### config.mk
export PLATFORM = sky130hd
export DESIGN_NAME = multi_timer_scheduler_core
export DESIGN_NICKNAME = d
export VERILOG_FILES = /design/src/mts_pkg.sv /design/src/multi_timer_scheduler_core.sv /design/src/mts_front.sv /design/src/mts_back.sv
export SDC_FILE = /design/constraint.sdc
export NUM_CORES = 2
export LEC_CHECK = 0
export BUFFER_PORTS_ARGS = -buffer_cell sky130_fd_sc_hd__buf_2
export CAP_MARGIN = 20
export CELL_PAD_IN_SITES_DETAIL_PLACEMENT = 1
export CELL_PAD_IN_SITES_GLOBAL_PLACEMENT = 1
export CORE_MARGIN = 5
export CORE_UTILIZATION = 30
export DETAILED_ROUTE_END_ITERATION = 6
export GPL_ROUTABILITY_DRIVEN = 0
export GPL_TIMING_DRIVEN = 0
export PLACE_DENSITY = 0.57
export SLEW_MARGIN = 10
export SYNTH_ARGS = -nofsm -noshare
export SYNTH_HDL_FRONTEND = slang
export SYNTH_SLANG_ARGS = --single-unit
### constraint.sdc
create_clock -name clk_i -period 13.7 [get_ports clk_i]
set_input_delay 0.685 -clock clk_i [delete_from_list [all_inputs] [get_ports clk_i]]
set_output_delay 0.685 -clock clk_i [all_outputs]
set_load 0.01 [all_outputs]
### src/mts_pkg.sv
// ----------------------------------------------------------------------------
// mts_pkg
// Shared types and constants of the multi-timer scheduler.
// ----------------------------------------------------------------------------
package mts_pkg;

  localparam int unsigned NumSlots   = 8;
  localparam int unsigned SlotW      = (NumSlots > 1) ? $clog2(NumSlots) : 1;
  localparam int unsigned MaxResults = 8;
  localparam int unsigned CntW       = $clog2(MaxResults + 1);
  localparam int unsigned RepeatBit  = 0;

  typedef enum logic [1:0] {
    CMD_TICK  = 2'd0,
    CMD_REG   = 2'd1,
    CMD_UNREG = 2'd2,
    CMD_NONE  = 2'd3
  } cmd_e;

  typedef enum logic [2:0] {
    KIND_REGISTERED = 3'd0,
    KIND_FULL       = 3'd1,
    KIND_REMOVED    = 3'd2,
    KIND_NOT_FOUND  = 3'd3,
    KIND_EXPIRED    = 3'd4,
    KIND_IDLE_TICK  = 3'd5
  } kind_e;

  typedef struct packed {
    logic [1:0]  cmd;
    logic [31:0] period;
    logic        repeat_req;
    logic [31:0] timer_id;
  } in_t;

  typedef struct packed {
    logic [2:0]  kind;
    logic [31:0] handle;
    logic        pending_valid;
    logic [31:0] pending_id;
    logic [47:0] pending_delay;
    logic        last;
  } out_t;

endpackage

### src/multi_timer_scheduler_core.sv
// Flow: a command scans the slots for a match, acts, then scans for the minimum; a
// tick rescans the slots after each expiry, up to 8 expiries, before the final result.
// Throughput: one command at a time in the engine, bounded by its slot scans;
// a two-entry queue takes new transfers while the engine works.
// Reset: asynchronous active low; clears time and slot valids, sets the id counter to 1.
// ----------------------------------------------------------------------------
// multi_timer_scheduler_core
// Timer table with register, unregister and tick commands.
// ----------------------------------------------------------------------------
module multi_timer_scheduler_core import mts_pkg::*; (
  input  logic clk_i,
  input  logic rst_ni,
  input  logic in_valid_i,
  output logic in_ready_o,
  input  in_t  in_data_i,
  output logic out_valid_o,
  input  logic out_ready_i,
  output out_t out_data_o
);

  logic q_valid, q_ready;
  in_t  q_data;

  mts_front u_front (
    .clk_i, .rst_ni, .in_valid_i, .in_ready_o, .in_data_i,
    .q_valid_o(q_valid), .q_ready_i(q_ready), .q_data_o(q_data)
  );

  mts_back u_back (
    .clk_i, .rst_ni, .q_valid_i(q_valid), .q_ready_o(q_ready), .q_data_i(q_data),
    .out_valid_o, .out_ready_i, .out_data_o
  );

endmodule

### src/mts_front.sv
// ----------------------------------------------------------------------------
// mts_front
// Input stage: classify the command and queue it for the engine.
// ----------------------------------------------------------------------------
module mts_front import mts_pkg::*; (
  input  logic clk_i,
  input  logic rst_ni,
  input  logic in_valid_i,
  output logic in_ready_o,
  input  in_t  in_data_i,
  output logic q_valid_o,
  input  logic q_ready_i,
  output in_t  q_data_o
);

  in_t  buf_q [2];
  logic [1:0] cnt_q, cnt_d;
  logic       rd_q, wr_q;
  logic       push, pop;
  in_t        cls;

  always_comb begin
    cls = in_data_i;
    if (in_data_i.cmd == CMD_REG && in_data_i.period == 32'd0) begin
      cls.period = 32'd1;
    end
  end

  assign in_ready_o = (cnt_q != 2'd2);
  assign q_valid_o  = (cnt_q != 2'd0);
  assign q_data_o   = buf_q[rd_q];
  assign push = in_valid_i && in_ready_o;
  assign pop  = q_valid_o && q_ready_i;

  always_comb begin
    cnt_d = cnt_q;
    if (push && !pop) cnt_d = cnt_q + 2'd1;
    if (pop && !push) cnt_d = cnt_q - 2'd1;
  end

  always_ff @(posedge clk_i or negedge rst_ni) begin
    if (!rst_ni) begin
      cnt_q <= 2'd0;
      rd_q  <= 1'b0;
      wr_q  <= 1'b0;
    end else begin
      cnt_q <= cnt_d;
      if (push) wr_q <= ~wr_q;
      if (pop)  rd_q <= ~rd_q;
    end
  end

  always_ff @(posedge clk_i) begin
    if (push) buf_q[wr_q] <= cls;
  end

endmodule

### src/mts_back.sv
// ----------------------------------------------------------------------------
// mts_back
// Timer engine: slot table, slot scans and result register.
// ----------------------------------------------------------------------------
module mts_back import mts_pkg::*; (
  input  logic clk_i,
  input  logic rst_ni,
  input  logic q_valid_i,
  output logic q_ready_o,
  input  in_t  q_data_i,
  output logic out_valid_o,
  input  logic out_ready_i,
  output out_t out_data_o
);

  typedef enum logic [2:0] {
    ST_IDLE, ST_SCAN, ST_ACT, ST_MIN, ST_EMIT, ST_WAIT
  } state_e;

  state_e            state_q;
  in_t               cmd_q;
  logic [NumSlots-1:0] valid_q;
  logic [31:0]       id_q     [NumSlots];
  logic [31:0]       period_q [NumSlots];
  logic [47:0]       exp_q    [NumSlots];
  logic              rep_q    [NumSlots];
  logic [47:0]       now_q;
  logic [31:0]       idc_q;
  logic [SlotW-1:0]  idx_q;
  logic              found_q;
  logic [SlotW-1:0]  hit_q;
  logic              bvalid_q;
  logic [SlotW-1:0]  best_q;
  logic [CntW-1:0]   n_q;
  logic [2:0]        kind_q;
  logic [31:0]       handle_q;
  logic              expire_q;
  out_t              out_q;
  logic              ov_q;

  logic scan_end;
  logic cand_better;
  logic [47:0] bexp;
  logic [31:0] bid;
  assign scan_end = (idx_q == SlotW'(NumSlots - 1));
  assign bexp = exp_q[best_q];
  assign bid  = id_q[best_q];
  assign cand_better = valid_q[idx_q] && (!bvalid_q || exp_q[idx_q] < bexp ||
                       (exp_q[idx_q] == bexp && id_q[idx_q] < bid));

  assign q_ready_o   = (state_q == ST_IDLE);
  assign out_valid_o = ov_q;
  assign out_data_o  = out_q;

  always_ff @(posedge clk_i or negedge rst_ni) begin
    if (!rst_ni) begin
      state_q  <= ST_IDLE;
      valid_q  <= '0;
      now_q    <= '0;
      idc_q    <= 32'd1;
      ov_q     <= 1'b0;
      idx_q    <= '0;
      found_q  <= 1'b0;
      bvalid_q <= 1'b0;
      n_q      <= '0;
      expire_q <= 1'b0;
    end else begin
      if (ov_q && out_ready_i) ov_q <= 1'b0;
      unique case (state_q)
        ST_IDLE: begin
          if (q_valid_i) begin
            cmd_q    <= q_data_i;
            idx_q    <= '0;
            found_q  <= 1'b0;
            n_q      <= '0;
            expire_q <= 1'b0;
            if (q_data_i.cmd == CMD_TICK) begin
              now_q    <= now_q + 48'd1;
              bvalid_q <= 1'b0;
              state_q  <= ST_MIN;
            end else begin
              state_q <= ST_SCAN;
            end
          end
        end
        ST_SCAN: begin
          if (!found_q && ((cmd_q.cmd == CMD_REG && !valid_q[idx_q]) ||
              (cmd_q.cmd == CMD_UNREG && valid_q[idx_q] &&
               id_q[idx_q] == cmd_q.timer_id))) begin
            found_q <= 1'b1;
            hit_q   <= idx_q;
          end
          if (scan_end) state_q <= ST_ACT;
          else idx_q <= idx_q + SlotW'(1);
        end
        ST_ACT: begin
          expire_q <= 1'b0;
          handle_q <= '0;
          unique case (cmd_q.cmd)
            CMD_REG: begin
              if (found_q) begin
                valid_q[hit_q]  <= 1'b1;
                id_q[hit_q]     <= idc_q;
                period_q[hit_q] <= cmd_q.period;
                rep_q[hit_q]    <= cmd_q.repeat_req;
                exp_q[hit_q]    <= now_q + {16'd0, cmd_q.period};
                idc_q    <= (idc_q == 32'hFFFF_FFFF) ? 32'd1 : idc_q + 32'd1;
                kind_q   <= KIND_REGISTERED;
                handle_q <= idc_q;
              end else begin
                kind_q <= KIND_FULL;
              end
            end
            CMD_UNREG: begin
              if (found_q) begin
                valid_q[hit_q] <= 1'b0;
                kind_q   <= KIND_REMOVED;
                handle_q <= cmd_q.timer_id;
              end else begin
                kind_q <= KIND_NOT_FOUND;
              end
            end
            default: kind_q <= KIND_IDLE_TICK;
          endcase
          idx_q    <= '0;
          bvalid_q <= 1'b0;
          state_q  <= ST_MIN;
        end
        ST_MIN: begin
          if (cand_better) begin
            bvalid_q <= 1'b1;
            best_q   <= idx_q;
          end
          if (scan_end) state_q <= ST_EMIT;
          else idx_q <= idx_q + SlotW'(1);
        end
        ST_EMIT: begin
          if (!ov_q || out_ready_i) begin
            if (cmd_q.cmd == CMD_TICK && !expire_q) begin
              // decide the next tick event from the fresh minimum
              if (n_q != CntW'(MaxResults) && bvalid_q && bexp < now_q) begin
                if (rep_q[best_q]) exp_q[best_q] <= now_q + {16'd0, period_q[best_q]};
                else valid_q[best_q] <= 1'b0;
                // release the held expiry as a non-final transfer
                if (n_q != '0) ov_q <= 1'b1;
                kind_q   <= KIND_EXPIRED;
                handle_q <= bid;
                n_q      <= n_q + CntW'(1);
                expire_q <= 1'b1;
                idx_q    <= '0;
                bvalid_q <= 1'b0;
                state_q  <= ST_MIN;
              end else if (n_q == '0) begin
                kind_q   <= KIND_IDLE_TICK;
                handle_q <= '0;
                expire_q <= 1'b1;
                state_q  <= ST_WAIT;
              end else begin
                // previous expiry is held; mark it final and release it
                out_q.last <= 1'b1;
                ov_q       <= 1'b1;
                state_q    <= ST_IDLE;
              end
            end else begin
              state_q <= ST_WAIT;
            end
          end
        end
        ST_WAIT: begin
          if (!ov_q || out_ready_i) begin
            out_q.kind          <= kind_q;
            out_q.handle        <= handle_q;
            out_q.pending_valid <= bvalid_q;
            out_q.pending_id    <= bvalid_q ? bid : 32'd0;
            out_q.pending_delay <= !bvalid_q ? 48'd0 :
                                   (bexp < now_q) ? 48'd1 : bexp - now_q;
            ov_q <= 1'b1;
            if (cmd_q.cmd == CMD_TICK && kind_q == KIND_EXPIRED) begin
              out_q.last <= 1'b0;
              ov_q       <= 1'b0;
              expire_q   <= 1'b0;
              state_q    <= ST_EMIT;
            end else begin
              out_q.last <= 1'b1;
              state_q    <= ST_IDLE;
            end
          end
        end
        default: state_q <= ST_IDLE;
      endcase
    end
  end

`ifndef SYNTH
  a_ready_idle: assert property (@(posedge clk_i) disable iff (!rst_ni)
    q_ready_o |-> state_q == ST_IDLE) else $error("ready outside idle");
  a_cap: assert property (@(posedge clk_i) disable iff (!rst_ni)
    n_q <= CntW'(MaxResults)) else $error("expiry count over cap");
  a_idc: assert property (@(posedge clk_i) disable iff (!rst_ni)
    idc_q != 32'd0) else $error("id counter hit zero");
`endif

endmodule
; After elaboration in Yosys (flattened, before gate mapping)
; Memory sizes are Yosys's and may differ from the RTL's. A register that Yosys moved wholly into a read port is not among the register bits.
; Index checks and enable logic that the tools add are counted.
[word_totals]
out_inout_bits = 119
word_cells = 264
in_bits = 71
mem_bits_rw = 1038
memories = 5
ff_bits = 331
[op_classes]
eq_ne = 34
n_bitwise = 8
mux = 108
magnitude_cmp = 8
n_reduce_logical = 64
n_addsub = 9
[mem_list]
columns = memory, depth, word_bits, read_ports, rd_clocked_by_memory_dff, write_ports, line_no
row1 = u_back.exp_q, 8, 48, 2, 1, 1, mts_back.sv:25  ; logic [47:0] exp_q [NumSlots];
row2 = u_back.id_q, 8, 32, 2, 1, 1, mts_back.sv:23  ; logic [31:0] id_q [NumSlots];
row3 = u_back.period_q, 8, 32, 1, 1, 1, mts_back.sv:24  ; logic [31:0] period_q [NumSlots];
row4 = u_front.buf_q, 2, 67, 1, 0, 1, mts_front.sv:16  ; in_t buf_q [2];
row5 = u_back.rep_q, 8, 1, 1, 1, 1, mts_back.sv:26  ; logic rep_q [NumSlots];
[op_table]
columns = cell, n
row1 = $mux 32, 8
row2 = $pmux 32 s2, 2
row3 = $add 48x32->48, 2
row4 = $lt 48x48->1, 2
row5 = $mux 3, 23
row6 = $add 48x1->48 const B, 1
row7 = $eq 48x48->1, 1
row8 = $mux 48, 1
row9 = $mux 8, 6
row10 = $reduce_or 48->1, 1
row11 = $sub 48x48->48, 1
row12 = $mux 1, 46
row13 = $add 32x1->32 const B, 1
row14 = $eq 32x32->1, 1
row15 = $eq 32x32->1 const B, 1
row16 = $logic_not 32->1, 1
row17 = $lt 32x32->1, 1
row18 = $pmux 8 s2, 2
row19 = $ne 2x1->1 const B, 11
row20 = $reduce_and 3->1, 7
row21 = $reduce_and 7->1, 3
row22 = $logic_and 1x1->1, 20
row23 = $pmux 3 s6, 1
row24 = $and 8x8->8, 2
row25 = 38 further kinds, 86

; Longest topological paths before layout
[depth]
word_depth = 11
depth_mapped = 33
mapped_depth_nobuf = 27

; Cells and area by module
; From an unflattened synthesis, not the netlist that was laid out.
[hier_totals]
hier_cells = 3874
hier_area_um2 = 63973.9
[modules_own_cells]
columns = module, area_each_um2, seq_area_each_um2, cells_per_inst, n_inst
row1 = mts_back, 58655.0, 36516.3, 3605, 1
row2 = mts_front, 5318.9, 4124.0, 269, 1

; Worst setup path after synthesis
; Ideal clock, no wire load.
[synth_timing]
path_type = reg-to-reg
from = reg (tool-made name)
to = mem u_back.exp_q[6][0] (enable)
stages_incl_launch_ff = 21
setup_time_ns = 0.528
slack_ns = 4.711
t_arrival_ns = 8.461
period_less_slack_ns = 8.989
n_path_buf = 6
cell_sequence = dfxtp_1 -> buf_2 -> clkbuf_1 -> clkbuf_1 -> clkbuf_1 -> mux4_2 -> mux2i_1 -> inv_1 -> ha_1 -> buf_2 -> a21o_1 -> a21oi_1 -> o21bai_1 -> a21bo_1 -> a221o_1 -> a221oi_2 -> and2_2 -> and2_4 -> nand4_4 -> buf_6 -> o32ai_1
[synth_lines]
columns = item, line_no
row1 = to (decl), mts_back.sv:25

==> metrics.cfg <==
[final_layout]
postLayoutCoreUtil=0.3563
area_growth_syn_to_layout_pct=18.09
nNetsFinal=4539
nFillCells=21593
drive_gt1_frac=0.2689

[synth]
synth_ff_type=edfxtp_1
synthCells=3850
synth_edf_count=1263
yosys_warnings=0
async_flop_share=0.07726
ys_top_cells_by_area=edfxtp_1 (59%), mux4_2 (14%), dfrtp_1 (4.1%)
ys_seq_elements=1372
synth_top_area_frac=0.5920
synth.net_count=4093
yosysUniqueCellTypes=89
synth_common_cells=edfxtp_1 (1263), mux4_2 (388), nor2_1 (192)
syn_area_um2=64060
syn_area_per_cell_um2=16.64
synthMostInstantiatedCell=edfxtp_1
yosys.area.top_type=edfxtp_1
seq_area_frac_synth=0.6344

[routing]
drt_drc_violations_left=0
wl_per_cell_um=27.11
m1WireLength_um=91020
drt_iter0_drc=3249
ant_nets=0
totalWireLength_um=196200
wl_met2_um=90620
met3_wirelength_um=10470
dr.max_layer_used=met5
drt_pass1_iterations=5
num_vias=37554
vias_per_cell=5.189

[outcome]
status=finished, final reports clean

[worst_setup_path]
crit_fanout=10
start_kind=flop
cp-end-kind=flop
r2r_slack_ns=1.40
reg2reg_depth=30
timing.rr.end=u_back.exp_q[1][45]
cp.arrival_ns=12.75
slowest_delay_ns=0.90
worst-setup-path-type=flop to flop
cp_common_cell=clkbuf_1
cp_data_required_time_ns=14.15
crit_slowest_cell=clkbuf_1

[grt]
grt-ovfl-total=0
grt_pass1_vias=40315
grt_pass1_wl_um=285800
antenna_found_initial=6
grt_max_degree=87
track_usage=0.1740

[hold_path]
worstHoldPathType=input pin to flop
min_from=in_data_i[18]
min_delay_worst_endpoint=u_front.buf_q[0][18]
hold_path_depth=1

[floorplanning]
fp.dieH_um=472.1
ioPinCount=190
fp-row-count=169
die_x_um=472.1
start_util=0.3018
core_um2=212300
dieArea_um2=222900

[power_and_ir_drop]
irDropWorstVdd_mv=0.1366
p_leak_nw=26.03
total_power_mw=14.07
p_per_area_nw_per_um2=186.0

[clock_tree]
cts_buffer_depth=3
root_buffer=clkbuf_16
cts_made_buffers=150
htree_levels=4
clk_pin_slew_ns=0.06
cts.sinks=1372
clk_latency_ns=0.81
cts_tree=done

[sta]
setup_violations=0
fin_setup_tns_ns=0
rsz0062_at_grt=no
fmaxAchievable_mhz=81.30
worstMarginPinSlew_ns=1.187
drv_slew=0
final.setup_skew_ns=0.05492
hold_violations=0
layout_min_cycle_time_ns=12.30
maxSlewHeadroom=0.2011
fin_crit_sh=0.8978

[flow_run]
cap_violations=0

[place]
hpwl_um=141500
io_buffers=189

[per-layer routing]
layer / vias to the layer above / track usage
met5: - / 0
met4: 4 / 0.04095
met1: 19997 / 0.2521
met3: 245 / 0.02716
li1: 16234 / -
met2: 1074 / 0.2759
[repair_timing]
item / in CTS / in global routing
endpoints found under the setup margin: 0 / 0
endpoints found under the hold margin: 30 / 0
hold buffers: 2 / 0
buffers inserted: 0 / 0
resized for setup: 0 / 0
[stage by stage]
step | cells | hold slack, ns | setup slack (ns) | instance area, um^2
floorplan | 3850 | 0.3894 | 4.711 | 64060
global placement | 6860 | 0.4047 | -4.959 | 68540
detailed placement | 6951 | 0.4071 | 1.421 | 70490
CTS | 7224 | 0.0001978 | 1.353 | 75490
global route | 7236 | 0.01424 | 0.8455 | 75650
finish | 7237 | 0.06733 | 1.401 | 75650
[cell type report]
class                      instances  area [um^2]  share of cell area
clock inverter                    85         1008             0.01333
clock buffer                     186         3981             0.05263
timing repair buffer             294         2833             0.03744
sequential                      1372        40640              0.5372
tap                             2821         3530             0.04666
multi-input combinational       2144        22330              0.2951
antenna                            1        2.502          0.00003308
buffer                           205        842.1             0.01113
inverter                         129        489.2            0.006467
[registers in the layout (all words and copies together), names as in the netlist, 4 cells and up, named ones only]
signal,cells
u_front.buf_q,134
u_back.exp_q,384
u_back.n_q,4
u_back.cmd_q,67
u_back.now_q,48
u_back.handle_q,32
u_back.period_q,256
u_back.id_q,256
u_back.idc_q,32
u_back.rep_q,8
u_back.out_data_o,117
[power breakdown]
group / internal (mW) / switching (mW)
registers: 4.89 / 0.118
logic: 1.96 / 2.97
clock network: 2.37 / 1.76
[layout by cell type (no fill, tap or decap), drive strengths merged, types with 14 or more instances in the layout]
cell type  netlist  layout
a21o            62      62
a21oi          114     114
nor4            28      28
xnor2          133     133
nand2          158     158
mux2i           89      89
nor2           193     193
a22oi           33      33
edfxtp        1263    1263
inv            127     131
xor2            58      58
nor3            41      41
mux4           388     388
a31oi           14      14
bufinv           0      15
and3            33      33
nand3           45      45
and2            15      15
nand2b          28      28
nand4           42      42
dfrtp          105     105
clkinv           2      64
o22ai           40      40
buf             58     350
nor2b           24      24
ha             170     170
clkbuf         147     333
o21ai           67      67
mux2           216     216
[critical path, delay by kind of cell, from the launching register on]
kind,cells,cell delay [ns]
mux,3,1.07
buf+inv,5,3.11
xor+xnor,1,0.68
flops,1,0.32
fa+ha+maj,3,0.88
compound gates,11,3.91
simple gates,7,1.85
[how the worst max path moves through the flow]
stage	to	slack [ns]	cells past startpoint
2_1_floorplan	u_back.exp_q[6][0]	4.71	20
3_3_place_gp	u_back.exp_q[2][27]	-4.96	4
3_5_place_dp	u_back.exp_q[3][45]	1.42	29
4_1_cts	u_back.exp_q[0][47]	1.35	29
5_1_grt	u_back.exp_q[1][45]	0.85	30
6_report	u_back.exp_q[1][45]	1.40	30
[logic make-up (layout without fill, tap and decap cells)]
| group | Yosys count | count (layout) | share of synthesized area |
|---|---|---|---|
| DFF | 1372 | 1372 | 0.6344 |
| xor gates and xnor gates | 191 | 191 | 0.02611 |
| buffers and inverters | 334 | 899 | 0.02066 |
| muxes | 693 | 693 | 0.1900 |
| adders and majority gates | 172 | 172 | 0.03383 |
| and+or+nand+nor | 647 | 647 | 0.04939 |
| other | 0 | 1 | 0 |
| AOI/OAI and AO/OA | 441 | 441 | 0.04560 |
No activity file was read; power rests on OpenSTA's default activity.
